--- config.mk ---
export PLATFORM = sky130hd
export DESIGN_NAME = codepage_to_utf8_crlf_core
export DESIGN_NICKNAME = d
export VERILOG_FILES = /design/src/design/ctu_pkg.sv /design/src/design/codepage_to_utf8_crlf_core.sv /design/src/design/ctu_front.sv /design/src/design/ctu_queue.sv /design/src/design/ctu_back.sv
export SDC_FILE = /design/constraint.sdc
export NUM_CORES = 1
export LEC_CHECK = 0
export BUFFER_PORTS_ARGS = -buffer_cell sky130_fd_sc_hd__buf_4
export CAP_MARGIN = 20
export CELL_PAD_IN_SITES_DETAIL_PLACEMENT = 1
export CELL_PAD_IN_SITES_GLOBAL_PLACEMENT = 2
export CORE_ASPECT_RATIO = 0.9
export CORE_MARGIN = 2
export CORE_UTILIZATION = 25
export CTS_CLUSTER_SIZE = 30
export DETAILED_ROUTE_END_ITERATION = 10
export PLACE_DENSITY = 0.61
export SLEW_MARGIN = 5
export SYNTH_ARGS = -nofsm -noshare
export SYNTH_HDL_FRONTEND = slang
export SYNTH_SLANG_ARGS = --single-unit
--- constraint.sdc ---
create_clock -name clock -period 5.8 [get_ports clock]
set_input_delay 0.58 -clock clock [delete_from_list [all_inputs] [get_ports clock]]
set_output_delay 0.58 -clock clock [all_outputs]
set_load 0.05 [all_outputs]
--- src/design/ctu_pkg.sv ---
// ----------------------------------------------------------------------------
// ctu_pkg: shared types and constants of the code-page to utf-8 transcoder
// holds the queue entry format and the code-page to code-point table
// ----------------------------------------------------------------------------
package ctu_pkg;

   localparam logic [7:0] CH_LF = 8'h0A;
   localparam logic [7:0] CH_CR = 8'h0D;

   // what the back end emits after an optional leading lf
   typedef enum logic [1:0] {
      BODY_NONE,
      BODY_BYTE,
      BODY_LOOKUP
   } body_kind_type;

   // one classified item, as it travels from front to back
   typedef struct packed {
      logic          pre_lf;
      body_kind_type kind;
      logic [7:0]    value;
      logic          eot;
   } ctu_entry_type;

   // front status seen by the top level
   typedef struct packed {
      logic held_cr;
   } front_status_type;

   // code points of bytes 128..255
   localparam logic [15:0] CODE_POINTS [0:127] = '{
      16'h00C7, 16'h00FC, 16'h00E9, 16'h00E2, 16'h00E4, 16'h00E0, 16'h00E5, 16'h00E7,
      16'h00EA, 16'h00EB, 16'h00E8, 16'h00EF, 16'h00EE, 16'h00EC, 16'h00C4, 16'h00C5,
      16'h00C9, 16'h00E6, 16'h00C6, 16'h00F4, 16'h00F6, 16'h00F2, 16'h00FB, 16'h00F9,
      16'h00FF, 16'h00D6, 16'h00DC, 16'h00A2, 16'h00A3, 16'h00A5, 16'h00DF, 16'h0192,
      16'h00E1, 16'h00ED, 16'h00F3, 16'h00FA, 16'h00F1, 16'h00D1, 16'h00AA, 16'h00BA,
      16'h00BF, 16'h2310, 16'h00AC, 16'h00BD, 16'h00BC, 16'h00A1, 16'h00AB, 16'h00BB,
      16'h00E3, 16'h00F5, 16'h00D8, 16'h00F8, 16'h0153, 16'h0152, 16'h00C0, 16'h00C3,
      16'h00D5, 16'h00A8, 16'h00B4, 16'h2020, 16'h00B6, 16'h00A9, 16'h00AE, 16'h2122,
      16'h0133, 16'h0132, 16'h005F, 16'h005F, 16'h005F, 16'h005F, 16'h005F, 16'h005F,
      16'h005F, 16'h005F, 16'h005F, 16'h005F, 16'h005F, 16'h005F, 16'h005F, 16'h005F,
      16'h005F, 16'h005F, 16'h005F, 16'h005F, 16'h005F, 16'h005F, 16'h005F, 16'h005F,
      16'h005F, 16'h005F, 16'h005F, 16'h005F, 16'h005F, 16'h00A7, 16'h2227, 16'h221E,
      16'h03B1, 16'h03B2, 16'h0393, 16'h03C0, 16'h03A3, 16'h03C3, 16'h00B5, 16'h03C4,
      16'h03A6, 16'h0398, 16'h03A9, 16'h03B4, 16'h222E, 16'h03C6, 16'h2208, 16'h2229,
      16'h2261, 16'h00B1, 16'h2265, 16'h2264, 16'h2320, 16'h2321, 16'h00F7, 16'h2248,
      16'h00B0, 16'h2022, 16'h00B7, 16'h221A, 16'h207F, 16'h00B2, 16'h00B3, 16'h00AF
   };

endpackage

--- src/design/codepage_to_utf8_crlf_core.sv ---
// ----------------------------------------------------------------------------
// codepage_to_utf8_crlf_core: code-page to utf-8 transcoder with lf folding
// one code-page byte per req beat in, one utf-8 byte per rsp beat out
// ----------------------------------------------------------------------------
// usage
//   req channel: text_byte plus end_of_text, one character per beat
//   rsp channel: utf8_byte with run_last on the final byte of each item and
//   text_last on the final byte of the whole text
//   csr channel: one-bit crlf_convert, always ready, write only while idle
// path: the first rsp beat of an item passes the queue, the work register and the rsp register
// throughput: the rsp side moves one byte per cycle while rsp_ready is high, so
//   an item gives 0..4 output bytes (held lf plus up to three bytes);
//   an item held back as a lone cr gives no output byte
// the front classifier takes a beat every cycle while the entry queue has
//   room; a stalled rsp side fills the queue and then drops req_ready
// reset clears the held cr, the queue, the serializer and crlf_convert
// ----------------------------------------------------------------------------
module codepage_to_utf8_crlf_core
   import ctu_pkg::*;
#(
   parameter int QUEUE_DEPTH = 4
)
(
   input  logic       clock,
   input  logic       reset,
   // configuration
   input  logic       csr_valid,
   output logic       csr_ready,
   input  logic       csr_crlf_convert,
   // text bytes in
   input  logic       req_valid,
   output logic       req_ready,
   input  logic [7:0] req_text_byte,
   input  logic       req_end_of_text,
   // utf-8 bytes out
   output logic       rsp_valid,
   input  logic       rsp_ready,
   output logic [7:0] rsp_utf8_byte,
   output logic       rsp_run_last,
   output logic       rsp_text_last
);

   logic             crlf_convert_ff, crlf_convert_in;
   logic             push, pop, queue_full, head_valid;
   ctu_entry_type    push_entry, head_entry;
   front_status_type front_status;

   // config register, a beat is taken every cycle
   assign csr_ready       = 1'b1;
   assign crlf_convert_in = (csr_valid && csr_ready) ? csr_crlf_convert : crlf_convert_ff;

   always_ff @(posedge clock) begin
      if (reset) begin
         crlf_convert_ff <= 1'b0;
      end else begin
         crlf_convert_ff <= crlf_convert_in;
      end
   end

   // classifier: folds line ends and decides what each beat produces
   ctu_front u_front (
      .clock           (clock),
      .reset           (reset),
      .crlf_convert    (crlf_convert_ff),
      .req_valid       (req_valid),
      .req_ready       (req_ready),
      .req_text_byte   (req_text_byte),
      .req_end_of_text (req_end_of_text),
      .push            (push),
      .push_entry      (push_entry),
      .queue_full      (queue_full),
      .status          (front_status)
   );

   // entry queue between the two halves
   ctu_queue #(
      .DEPTH (QUEUE_DEPTH)
   ) u_queue (
      .clock      (clock),
      .reset      (reset),
      .push       (push),
      .push_entry (push_entry),
      .full       (queue_full),
      .pop        (pop),
      .head_valid (head_valid),
      .head_entry (head_entry)
   );

   // encoder and serializer with the rsp output register
   ctu_back u_back (
      .clock         (clock),
      .reset         (reset),
      .head_valid    (head_valid),
      .head_entry    (head_entry),
      .pop           (pop),
      .rsp_valid     (rsp_valid),
      .rsp_ready     (rsp_ready),
      .rsp_utf8_byte (rsp_utf8_byte),
      .rsp_run_last  (rsp_run_last),
      .rsp_text_last (rsp_text_last)
   );

   // end of text always closes a run
   a_text_last_run: assert property (@(posedge clock) disable iff (reset)
      rsp_valid && rsp_text_last |-> rsp_run_last)
      else $error("text_last without run_last");

   // the end of a text never leaves a cr held
   a_eot_clears_cr: assert property (@(posedge clock) disable iff (reset)
      req_valid && req_ready && req_end_of_text |=> !front_status.held_cr)
      else $error("cr held past end of text");

   // a cr is held only after a cr beat with folding on
   a_cr_hold_cause: assert property (@(posedge clock) disable iff (reset)
      $rose(front_status.held_cr) |->
         $past(req_valid && req_ready && req_text_byte == CH_CR && crlf_convert_ff))
      else $error("cr held without cause");

endmodule

--- src/design/ctu_front.sv ---
// ----------------------------------------------------------------------------
// ctu_front: input classifier
// accepts text bytes, folds line ends and tracks a held cr
// ----------------------------------------------------------------------------
module ctu_front
   import ctu_pkg::*;
(
   input  logic             clock,
   input  logic             reset,
   input  logic             crlf_convert,
   input  logic             req_valid,
   output logic             req_ready,
   input  logic [7:0]       req_text_byte,
   input  logic             req_end_of_text,
   output logic             push,
   output ctu_entry_type    push_entry,
   input  logic             queue_full,
   output front_status_type status
);

   logic          held_cr_ff;
   logic          held_cr_in;
   logic          accept;
   logic          hold_next;
   ctu_entry_type entry;

   assign req_ready = !queue_full;
   assign accept    = req_valid && req_ready;

   always_comb begin
      entry.pre_lf = held_cr_ff;
      entry.kind   = BODY_NONE;
      entry.value  = req_text_byte;
      entry.eot    = req_end_of_text;
      hold_next    = 1'b0;
      if (held_cr_ff && crlf_convert && req_text_byte == CH_LF) begin
         entry.kind = BODY_NONE;      // cr lf pair, the held cr gives the one lf
      end else if (crlf_convert && req_text_byte == CH_LF) begin
         entry.kind = BODY_BYTE;
      end else if (crlf_convert && req_text_byte == CH_CR) begin
         if (req_end_of_text) begin
            entry.kind  = BODY_BYTE;
            entry.value = CH_LF;
         end else begin
            hold_next = 1'b1;
         end
      end else if (!req_text_byte[7]) begin
         entry.kind = BODY_BYTE;
      end else begin
         entry.kind = BODY_LOOKUP;
      end
   end

   assign held_cr_in     = accept ? hold_next : held_cr_ff;
   assign push           = accept && (entry.pre_lf || entry.kind != BODY_NONE);
   assign push_entry     = entry;
   assign status.held_cr = held_cr_ff;

   always_ff @(posedge clock) begin
      if (reset) begin
         held_cr_ff <= 1'b0;
      end else begin
         held_cr_ff <= held_cr_in;
      end
   end

endmodule

--- src/design/ctu_queue.sv ---
// ----------------------------------------------------------------------------
// ctu_queue: small entry queue
// decouples the classifier from the byte serializer
// ----------------------------------------------------------------------------
module ctu_queue
   import ctu_pkg::*;
#(
   parameter int DEPTH = 4
)
(
   input  logic          clock,
   input  logic          reset,
   input  logic          push,
   input  ctu_entry_type push_entry,
   output logic          full,
   input  logic          pop,
   output logic          head_valid,
   output ctu_entry_type head_entry
);

   localparam int PTR_W = (DEPTH > 1) ? $clog2(DEPTH) : 1;
   localparam int CNT_W = $clog2(DEPTH + 1);

   ctu_entry_type     slots_ff [DEPTH];
   logic [PTR_W-1:0]  wr_ptr_ff, wr_ptr_in;
   logic [PTR_W-1:0]  rd_ptr_ff, rd_ptr_in;
   logic [CNT_W-1:0]  count_ff, count_in;
   logic              do_push, do_pop;

   assign full       = count_ff == CNT_W'(DEPTH);
   assign head_valid = count_ff != '0;
   assign head_entry = slots_ff[rd_ptr_ff];
   assign do_push    = push && !full;
   assign do_pop     = pop && head_valid;

   always_comb begin
      wr_ptr_in = wr_ptr_ff;
      rd_ptr_in = rd_ptr_ff;
      count_in  = count_ff;
      if (do_push) begin
         wr_ptr_in = (wr_ptr_ff == PTR_W'(DEPTH - 1)) ? '0 : wr_ptr_ff + 1'b1;
      end
      if (do_pop) begin
         rd_ptr_in = (rd_ptr_ff == PTR_W'(DEPTH - 1)) ? '0 : rd_ptr_ff + 1'b1;
      end
      if (do_push && !do_pop) begin
         count_in = count_ff + 1'b1;
      end else if (do_pop && !do_push) begin
         count_in = count_ff - 1'b1;
      end
   end

   always_ff @(posedge clock) begin
      if (do_push) begin
         slots_ff[wr_ptr_ff] <= push_entry;
      end
   end

   always_ff @(posedge clock) begin
      if (reset) begin
         wr_ptr_ff <= '0;
         rd_ptr_ff <= '0;
         count_ff  <= '0;
      end else begin
         wr_ptr_ff <= wr_ptr_in;
         rd_ptr_ff <= rd_ptr_in;
         count_ff  <= count_in;
      end
   end

endmodule

--- src/design/ctu_back.sv ---
// ----------------------------------------------------------------------------
// ctu_back: utf-8 encoder and byte serializer
// expands queue entries into bytes and drives the result register
// ----------------------------------------------------------------------------
module ctu_back
   import ctu_pkg::*;
(
   input  logic          clock,
   input  logic          reset,
   input  logic          head_valid,
   input  ctu_entry_type head_entry,
   output logic          pop,
   output logic          rsp_valid,
   input  logic          rsp_ready,
   output logic [7:0]    rsp_utf8_byte,
   output logic          rsp_run_last,
   output logic          rsp_text_last
);

   logic        work_valid_ff, work_valid_in;
   logic [7:0]  work_bytes_ff [4];
   logic [7:0]  work_bytes_in [4];
   logic [2:0]  work_count_ff, work_count_in;
   logic [1:0]  work_idx_ff, work_idx_in;
   logic        work_eot_ff, work_eot_in;

   logic        rsp_valid_ff, rsp_valid_in;
   logic [7:0]  rsp_byte_ff, rsp_byte_in;
   logic        rsp_run_last_ff, rsp_run_last_in;
   logic        rsp_text_last_ff, rsp_text_last_in;

   logic        out_free, move, work_last, load;
   logic [15:0] cp;
   logic [7:0]  body [3];
   logic [1:0]  body_n;

   // utf-8 form of the entry body
   always_comb begin
      cp      = CODE_POINTS[head_entry.value[6:0]];
      body[0] = head_entry.value;
      body[1] = 8'h00;
      body[2] = 8'h00;
      body_n  = 2'd0;
      case (head_entry.kind)
         BODY_NONE: begin
            body_n = 2'd0;
         end
         BODY_BYTE: begin
            body_n = 2'd1;
         end
         BODY_LOOKUP: begin
            if (cp < 16'h0080) begin
               body[0] = cp[7:0];
               body_n  = 2'd1;
            end else if (cp < 16'h0800) begin
               body[0] = {3'b110, cp[10:6]};
               body[1] = {2'b10, cp[5:0]};
               body_n  = 2'd2;
            end else begin
               body[0] = {4'b1110, cp[15:12]};
               body[1] = {2'b10, cp[11:6]};
               body[2] = {2'b10, cp[5:0]};
               body_n  = 2'd3;
            end
         end
         default: begin
            body_n = 2'd0;
         end
      endcase
   end

   assign out_free  = !rsp_valid_ff || rsp_ready;
   assign move      = work_valid_ff && out_free;
   assign work_last = ({1'b0, work_idx_ff} + 3'd1) == work_count_ff;
   assign load      = head_valid && (!work_valid_ff || (move && work_last));
   assign pop       = load;

   always_comb begin
      work_valid_in = work_valid_ff;
      work_bytes_in = work_bytes_ff;
      work_count_in = work_count_ff;
      work_idx_in   = work_idx_ff;
      work_eot_in   = work_eot_ff;
      if (load) begin
         work_valid_in = 1'b1;
         work_idx_in   = 2'd0;
         work_eot_in   = head_entry.eot;
         if (head_entry.pre_lf) begin
            work_bytes_in[0] = CH_LF;
            work_bytes_in[1] = body[0];
            work_bytes_in[2] = body[1];
            work_bytes_in[3] = body[2];
            work_count_in    = {1'b0, body_n} + 3'd1;
         end else begin
            work_bytes_in[0] = body[0];
            work_bytes_in[1] = body[1];
            work_bytes_in[2] = body[2];
            work_bytes_in[3] = 8'h00;
            work_count_in    = {1'b0, body_n};
         end
      end else if (move && work_last) begin
         work_valid_in = 1'b0;
      end else if (move) begin
         work_idx_in = work_idx_ff + 2'd1;
      end
   end

   always_comb begin
      rsp_valid_in     = rsp_valid_ff && !rsp_ready;
      rsp_byte_in      = rsp_byte_ff;
      rsp_run_last_in  = rsp_run_last_ff;
      rsp_text_last_in = rsp_text_last_ff;
      if (move) begin
         rsp_valid_in     = 1'b1;
         rsp_byte_in      = work_bytes_ff[work_idx_ff];
         rsp_run_last_in  = work_last;
         rsp_text_last_in = work_last && work_eot_ff;
      end
   end

   always_ff @(posedge clock) begin
      work_bytes_ff    <= work_bytes_in;
      work_count_ff    <= work_count_in;
      work_idx_ff      <= work_idx_in;
      work_eot_ff      <= work_eot_in;
      rsp_byte_ff      <= rsp_byte_in;
      rsp_run_last_ff  <= rsp_run_last_in;
      rsp_text_last_ff <= rsp_text_last_in;
   end

   always_ff @(posedge clock) begin
      if (reset) begin
         work_valid_ff <= 1'b0;
         rsp_valid_ff  <= 1'b0;
      end else begin
         work_valid_ff <= work_valid_in;
         rsp_valid_ff  <= rsp_valid_in;
      end
   end

   assign rsp_valid     = rsp_valid_ff;
   assign rsp_utf8_byte = rsp_byte_ff;
   assign rsp_run_last  = rsp_run_last_ff;
   assign rsp_text_last = rsp_text_last_ff;

endmodule

**Yosys cells after proc, flatten, opt, wreduce, memory -nomap -nowiden**

Memories as Yosys holds them, arrays and structs flattened. A register that Yosys moved wholly into a read port is not among the register bits.
Index checks and enable logic that the tools add are counted.

- Register bits: 59
- Bits in latches: 0
- RAM bits: 48
- Memory bits (read-only): 2048
- Output and inout bits: 13
- Logic and storage cells: 109
- Memories: 2

Memory list:

| name | depth | width | rd ports | clocked after memory_dff | wr ports | line | source |
|---|---|---|---|---|---|---|---|
| (name not given) | 128 | 16 | 1 | 0 | 0 | ctu_back.sv:39 | `cp = CODE_POINTS[head_entry.value[6:0]];` |
| u_queue.slots_ff | 4 | 12 | 1 | 1 | 1 | ctu_queue.sv:24 | `ctu_entry_type slots_ff [DEPTH];` |

- Add/subtract/negate cells: 7
- Multiply operators: 0
- Divide/modulo/power cells: 0
- Magnitude comparators: 4
- Equality and inequality tests: 8
- Shifts and indexed selects: 0
- Multiplexer cells: 38
- Bitwise logic cells: 3
- Reduce and logical (&&, ||, !) cells: 29

Operators with widths:

| cell | count |
|---|---|
| 8-bit two-way mux | 7 |
| 16-bit two-way mux | 3 |
| 24-bit two-way mux | 2 |
| 2-bit two-way mux | 10 |
| 8-bit binary-select mux with 2-bit select | 1 |
| 8-bit by 4-bit == test with 1-bit output, second input constant | 2 |
| 16-bit by 12-bit < comparator with 1-bit output, second input constant | 1 |
| 16-bit by 8-bit < comparator with 1-bit output, second input constant | 1 |
| 1-bit logical AND | 15 |
| 14-bit two-way mux | 1 |
| 1-bit two-way mux | 10 |
| 9-bit two-way mux | 1 |
| 8-bit >= comparator, second input constant | 1 |
| 7-bit inverter with 8-bit output | 1 |
| 2-bit by 1-bit adder with 2-bit output, second input constant | 3 |
| 2-bit by 1-bit adder with 3-bit output, second input constant | 2 |
| 2-bit == test, second input constant | 3 |
| 1-bit zero test | 6 |
| 3-bit two-way mux | 2 |
| 2-bit nonzero test | 3 |
| 2-bit one-hot mux with 2 select lines | 1 |
| 3-bit by 1-bit adder with 3-bit output, second input constant | 1 |
| 3-bit == test | 1 |
| 3-bit == test, second input constant | 1 |
| other kinds (8) | 10 |

**Longest topological paths before layout**

- Depth in word-level cells: 13
- Mapped depth: 17
- Mapped depth without buffers: 14

**Hierarchy**

A second synthesis with hierarchy kept.

- Cell total of the unflattened synthesis: 577
- Area, all modules: 6401.1 um^2

By module, submodules not included:

| module | instances | cells an instance | area each (um^2) |
|---|---|---|---|
| ctu_back | 1 | 432 | 3933.8 |
| ctu_queue | 1 | 112 | 2220.9 |
| ctu_front | 1 | 28 | 201.4 |
| codepage_to_utf8_crlf_core | 1 | 5 | 45.0 |

**Least setup slack after synthesis**

OpenSTA, ideal clock, no wires.

- Path kind: register -> register
- Start point: register with a tool-made name
- End point: register u_back.work_count_ff[1] (data pin)
- Arrival time: 3.648 ns
- Data required time: 5.536 ns
- Path slack: 1.888 ns
- Stages on the path, launching flop included: 18
- Buffers on the path: 3
- Period minus slack after synthesis: 3.912 ns
- Path through: dfxtp_1 -> buf_6 -> mux4_2 -> clkbuf_1 -> inv_1 -> ha_1 -> clkbuf_1 -> inv_1 -> or4b_1 -> a211oi_2 -> a211oi_2 -> and2_1 -> nand2_2 -> nand2_1 -> nor2_1 -> ha_1 -> nand2_1 -> o31ai_1

RTL lines:

| what | line | source |
|---|---|---|
| end signal, assigned | ctu_back.sv:123 | `work_count_ff <= work_count_in;` |
| end, declared | ctu_back.sv:23 | `logic [2:0] work_count_ff, work_count_in;` |

==> results.json <==
{
  "p_leak_uw": 0.00242,
  "min_period_over_period": 0.794,
  "synth_top_family_by_area": "compound AO/OA/AOI/OAI gates",
  "drive_gt1_frac": 0.163,
  "synthSimpleGateAreaFrac": 0.151,
  "clk_pin_slew_worst_paths_ns": 0.08,
  "synth-compound-area-share": 0.169,
  "outcome": "completed",
  "fin_util": 0.284,
  "endpoint": "u_back.work_count_ff[1]$_DFFE_PP_",
  "routed_via_density": 5.10,
  "async_flop_share": 0,
  "cts_hold_buf": 0,
  "place_congestion": 0.814,
  "drv_slew": 0,
  "grt_usage": 0.134,
  "remaining_drc_errors": 0,
  "fmax_mhz": 217,
  "cts_max_level": 3,
  "tns_ns": 0,
  "fin_crit_ns": 4.60,
  "first_iter_violations": 357,
  "cp_slowest_cell": "mux4_2",
  "layout.nets": 611,
  "synth-edff-count": 92,
  "start_util": 0.255,
  "fin_skew_ns": 0.0116,
  "ant_nets": 0,
  "drt-pass1-iter-count": 4,
  "root_buffer": "clkbuf_16",
  "hpwl_um": 12600,
  "io_buffer_count": 26,
  "core-area_um2": 25200,
  "clkSinkCount": 107,
  "cts_setup_buffers": 0,
  "dieArea_um2": 27000,
  "path_max_fanout": 19,
  "cts_resized": 0,
  "worst-setup-path-type": "register to register",
  "yosysSeqAreaShare": 0.478,
  "ff2ff_setup_slack_ns": 1.20,
  "path_depth": 14,
  "rows": 55,
  "antenna_cells": 0,
  "netlist_area_um2": 6410,
  "grt_pass1_wl_um": 28400,
  "crit_path_start_kind": "register",
  "grt_start_max_net_pins": 33,
  "cts_buffers": 9,
  "ys.flop_type": "edfxtp_1",
  "ys_ff_latch": 107,
  "max_slew.worst_pin.slew_ns": 0.938,
  "synth_nets": 617,
  "r2r_cells": 14,
  "critPathMaxStageDelay_ns": 0.82,
  "wl_per_cell_um": 19.3,
  "peakVddDrop_v": 0.000211,
  "antenna_found_initial": 0,
  "postRouteWirelength_um": 17900,
  "hold_viol_final": 0,
  "synth_fa_ha_area_frac": 0.0382,
  "hold_path_class": "primary input to register",
  "syn_inst": 583,
  "avgSynthCellArea_um2": 11.0,
  "fin_ws_ns": 1.20,
  "path_buf_inv": 2,
  "grt_pass1_vias": 4888,
  "arrival_ns": 4.67,
  "pin_count": 28,
  "cp-end-kind": "register",
  "whs_path_depth": 1,
  "setup_viol": 0,
  "power.density_nw_per_um2": 645,
  "syn2layout_area_growth_pct": 11.5,
  "crit_required_ns": 5.87,
  "r2r_end": "u_back.work_count_ff[1]$_DFFE_PP_",
  "path_delay_family": "simple AND/OR/NAND/NOR gates",
  "dp_slack_ns": 1.23,
  "synth.area.mux_share": 0.102,
  "rsz0062_at_grt": "false",
  "grt.overflow.total": 0,
  "dieWidth_um": 173,
  "clockBufferDepth": 2,
  "cts_tree": "built",
  "slew_headroom": 0.375,
  "vias": 4708,
  "synth_xor_area_frac": 0.0109,
  "drv_cap": 0,
  "ys_warn_count": 0,
  "clkLatencyLatePin_ns": 0.35,
  "fp.dieH_um": 156,
  "ys_types": 79,
  "path_cells": "mux4_2 -> inv_1 -> ha_1 -> inv_1 -> or4b_1 -> a211oi_2 -> a211oi_2 -> and2_1 -> nand2_2 -> nand2_1 -> nor2_1 -> ha_1 -> nand2_1 -> o31ai_1"
}
-- logic make-up after synthesis --
logic type / count (synthesis)
AND/OR/NAND/NOR: 188
buffers and inverters: 69
AO/OA/AOI/OAI: 149
multiplexers: 42
XOR/XNOR: 8
flip-flops: 107
other: 1
adder cells (fa/ha/maj): 19
-- placed cells by master, fill, tap and decap left out, types with 3 or more instances in the layout --
| master | Yosys | final |
|---|---|---|
| edfxtp_1 | 92 | 92 |
| nand2_1 | 52 | 52 |
| a21oi_1 | 40 | 40 |
| nor2_1 | 37 | 37 |
| buf_4 | 1 | 33 |
| o21ai_0 | 21 | 21 |
| inv_1 | 19 | 19 |
| nand3_1 | 18 | 18 |
| mux4_2 | 18 | 18 |
| ha_1 | 18 | 18 |
| mux2i_1 | 16 | 16 |
| and2_1 | 16 | 16 |
| nand2b_1 | 15 | 15 |
| dfxtp_1 | 15 | 15 |
| o22ai_1 | 12 | 12 |
| a211oi_1 | 9 | 9 |
| clkbuf_16 | 0 | 9 |
| mux2_2 | 8 | 8 |
| a31oi_1 | 8 | 8 |
| nor3_1 | 8 | 8 |
| or3_1 | 6 | 6 |
| o211ai_1 | 6 | 6 |
| xor2_1 | 5 | 5 |
| nor2b_1 | 5 | 5 |
| o221ai_1 | 5 | 5 |
| o31ai_1 | 4 | 4 |
| or2_2 | 4 | 4 |
| o32ai_1 | 4 | 4 |
| xnor2_1 | 3 | 3 |
| nor3b_1 | 3 | 3 |
| nand3b_1 | 3 | 3 |
| and3_1 | 3 | 3 |
| nor4_1 | 3 | 3 |
| a311oi_1 | 3 | 3 |
| a21boi_0 | 3 | 3 |
-- cells in the mapped netlist, drive strengths merged, types with 8 or more instances --
| library cell | number | area share |
|---|---|---|
| nand2 | 53 | 0.031 |
| nand2b | 15 | 0.015 |
| nor3 | 8 | 0.0062 |
| dfxtp | 15 | 0.047 |
| o21ai | 22 | 0.017 |
| edfxtp | 92 | 0.43 |
| and2 | 17 | 0.017 |
| mux2i | 16 | 0.025 |
| a21oi | 40 | 0.031 |
| nor2 | 37 | 0.022 |
| nand3 | 18 | 0.014 |
| ha | 18 | 0.035 |
| a31oi | 8 | 0.0078 |
| o22ai | 12 | 0.012 |
| inv | 19 | 0.011 |
| buf | 24 | 0.025 |
| a211oi | 11 | 0.014 |
| mux2 | 8 | 0.014 |
| mux4 | 18 | 0.063 |
| clkbuf | 26 | 0.015 |
-- how the worst min path moves through the flow --
stage                                            startpoint                          endpoint  slack, ns
after floorplan           u_back.work_valid_ff$_SDFFE_PP0P_       u_back.rsp_valid$_SDFF_PP0_       0.45
after global placement    u_back.work_valid_ff$_SDFFE_PP0P_       u_back.rsp_valid$_SDFF_PP0_       0.47
after detailed placement  u_back.work_valid_ff$_SDFFE_PP0P_       u_back.rsp_valid$_SDFF_PP0_       0.48
after CTS                                  req_text_byte[4]  u_queue.slots_ff[3][5]$_DFFE_PP_       0.44
after global routing                       req_text_byte[4]  u_queue.slots_ff[0][5]$_DFFE_PP_       0.44
final                                      req_text_byte[4]  u_queue.slots_ff[0][5]$_DFFE_PP_       0.44
-- metal layers --
metal,global-route usage,vias to the layer above,routed length [um]
met2,0.213,84,8130
met1,0.191,2420,8960
met5,0,-,0
met3,0.0246,15,623
li1,-,2189,-
met4,0.0226,0,147
-- sequential cells by signal, indices dropped and copies added (netlist names), 2 cells and up, named ones only --
signal                count
u_queue.slots_ff         48
u_back.work_bytes_ff     30
u_back.rsp_utf8_byte      8
u_back.work_count_ff      3
u_queue.count_ff          3
u_back.work_idx_ff        2
u_queue.rd_ptr_ff         2
u_queue.wr_ptr_ff         2
-- area by class of cell --
cell class / count / area [um2]
fill: 2862 / 18000
inverter: 19 / 71.3
clock inverter: 7 / 93.8
sequential: 107 / 3060
tap: 342 / 428
timing repair buffer: 33 / 248
clock buffer: 9 / 225
multi-input combinational: 407 / 3020
-- power breakdown --
part / internal, uW / switching (uW)
clock network: 347 / 298
registers: 1160 / 112
logic: 920 / 1770
total: 2430 / 2180
-- metrics by stage --
stage	total power [uW]	instance area (um2)	hold slack, ns	std cells
floorplan	3260	6410	0.448	583
global placement	3960	6830	0.467	908
detailed placement	3980	6830	0.477	908
CTS	4640	7150	0.437	924
global route	4930	7150	0.442	924
finish	4610	7150	0.443	924
(Power assumes the default switching activity.)
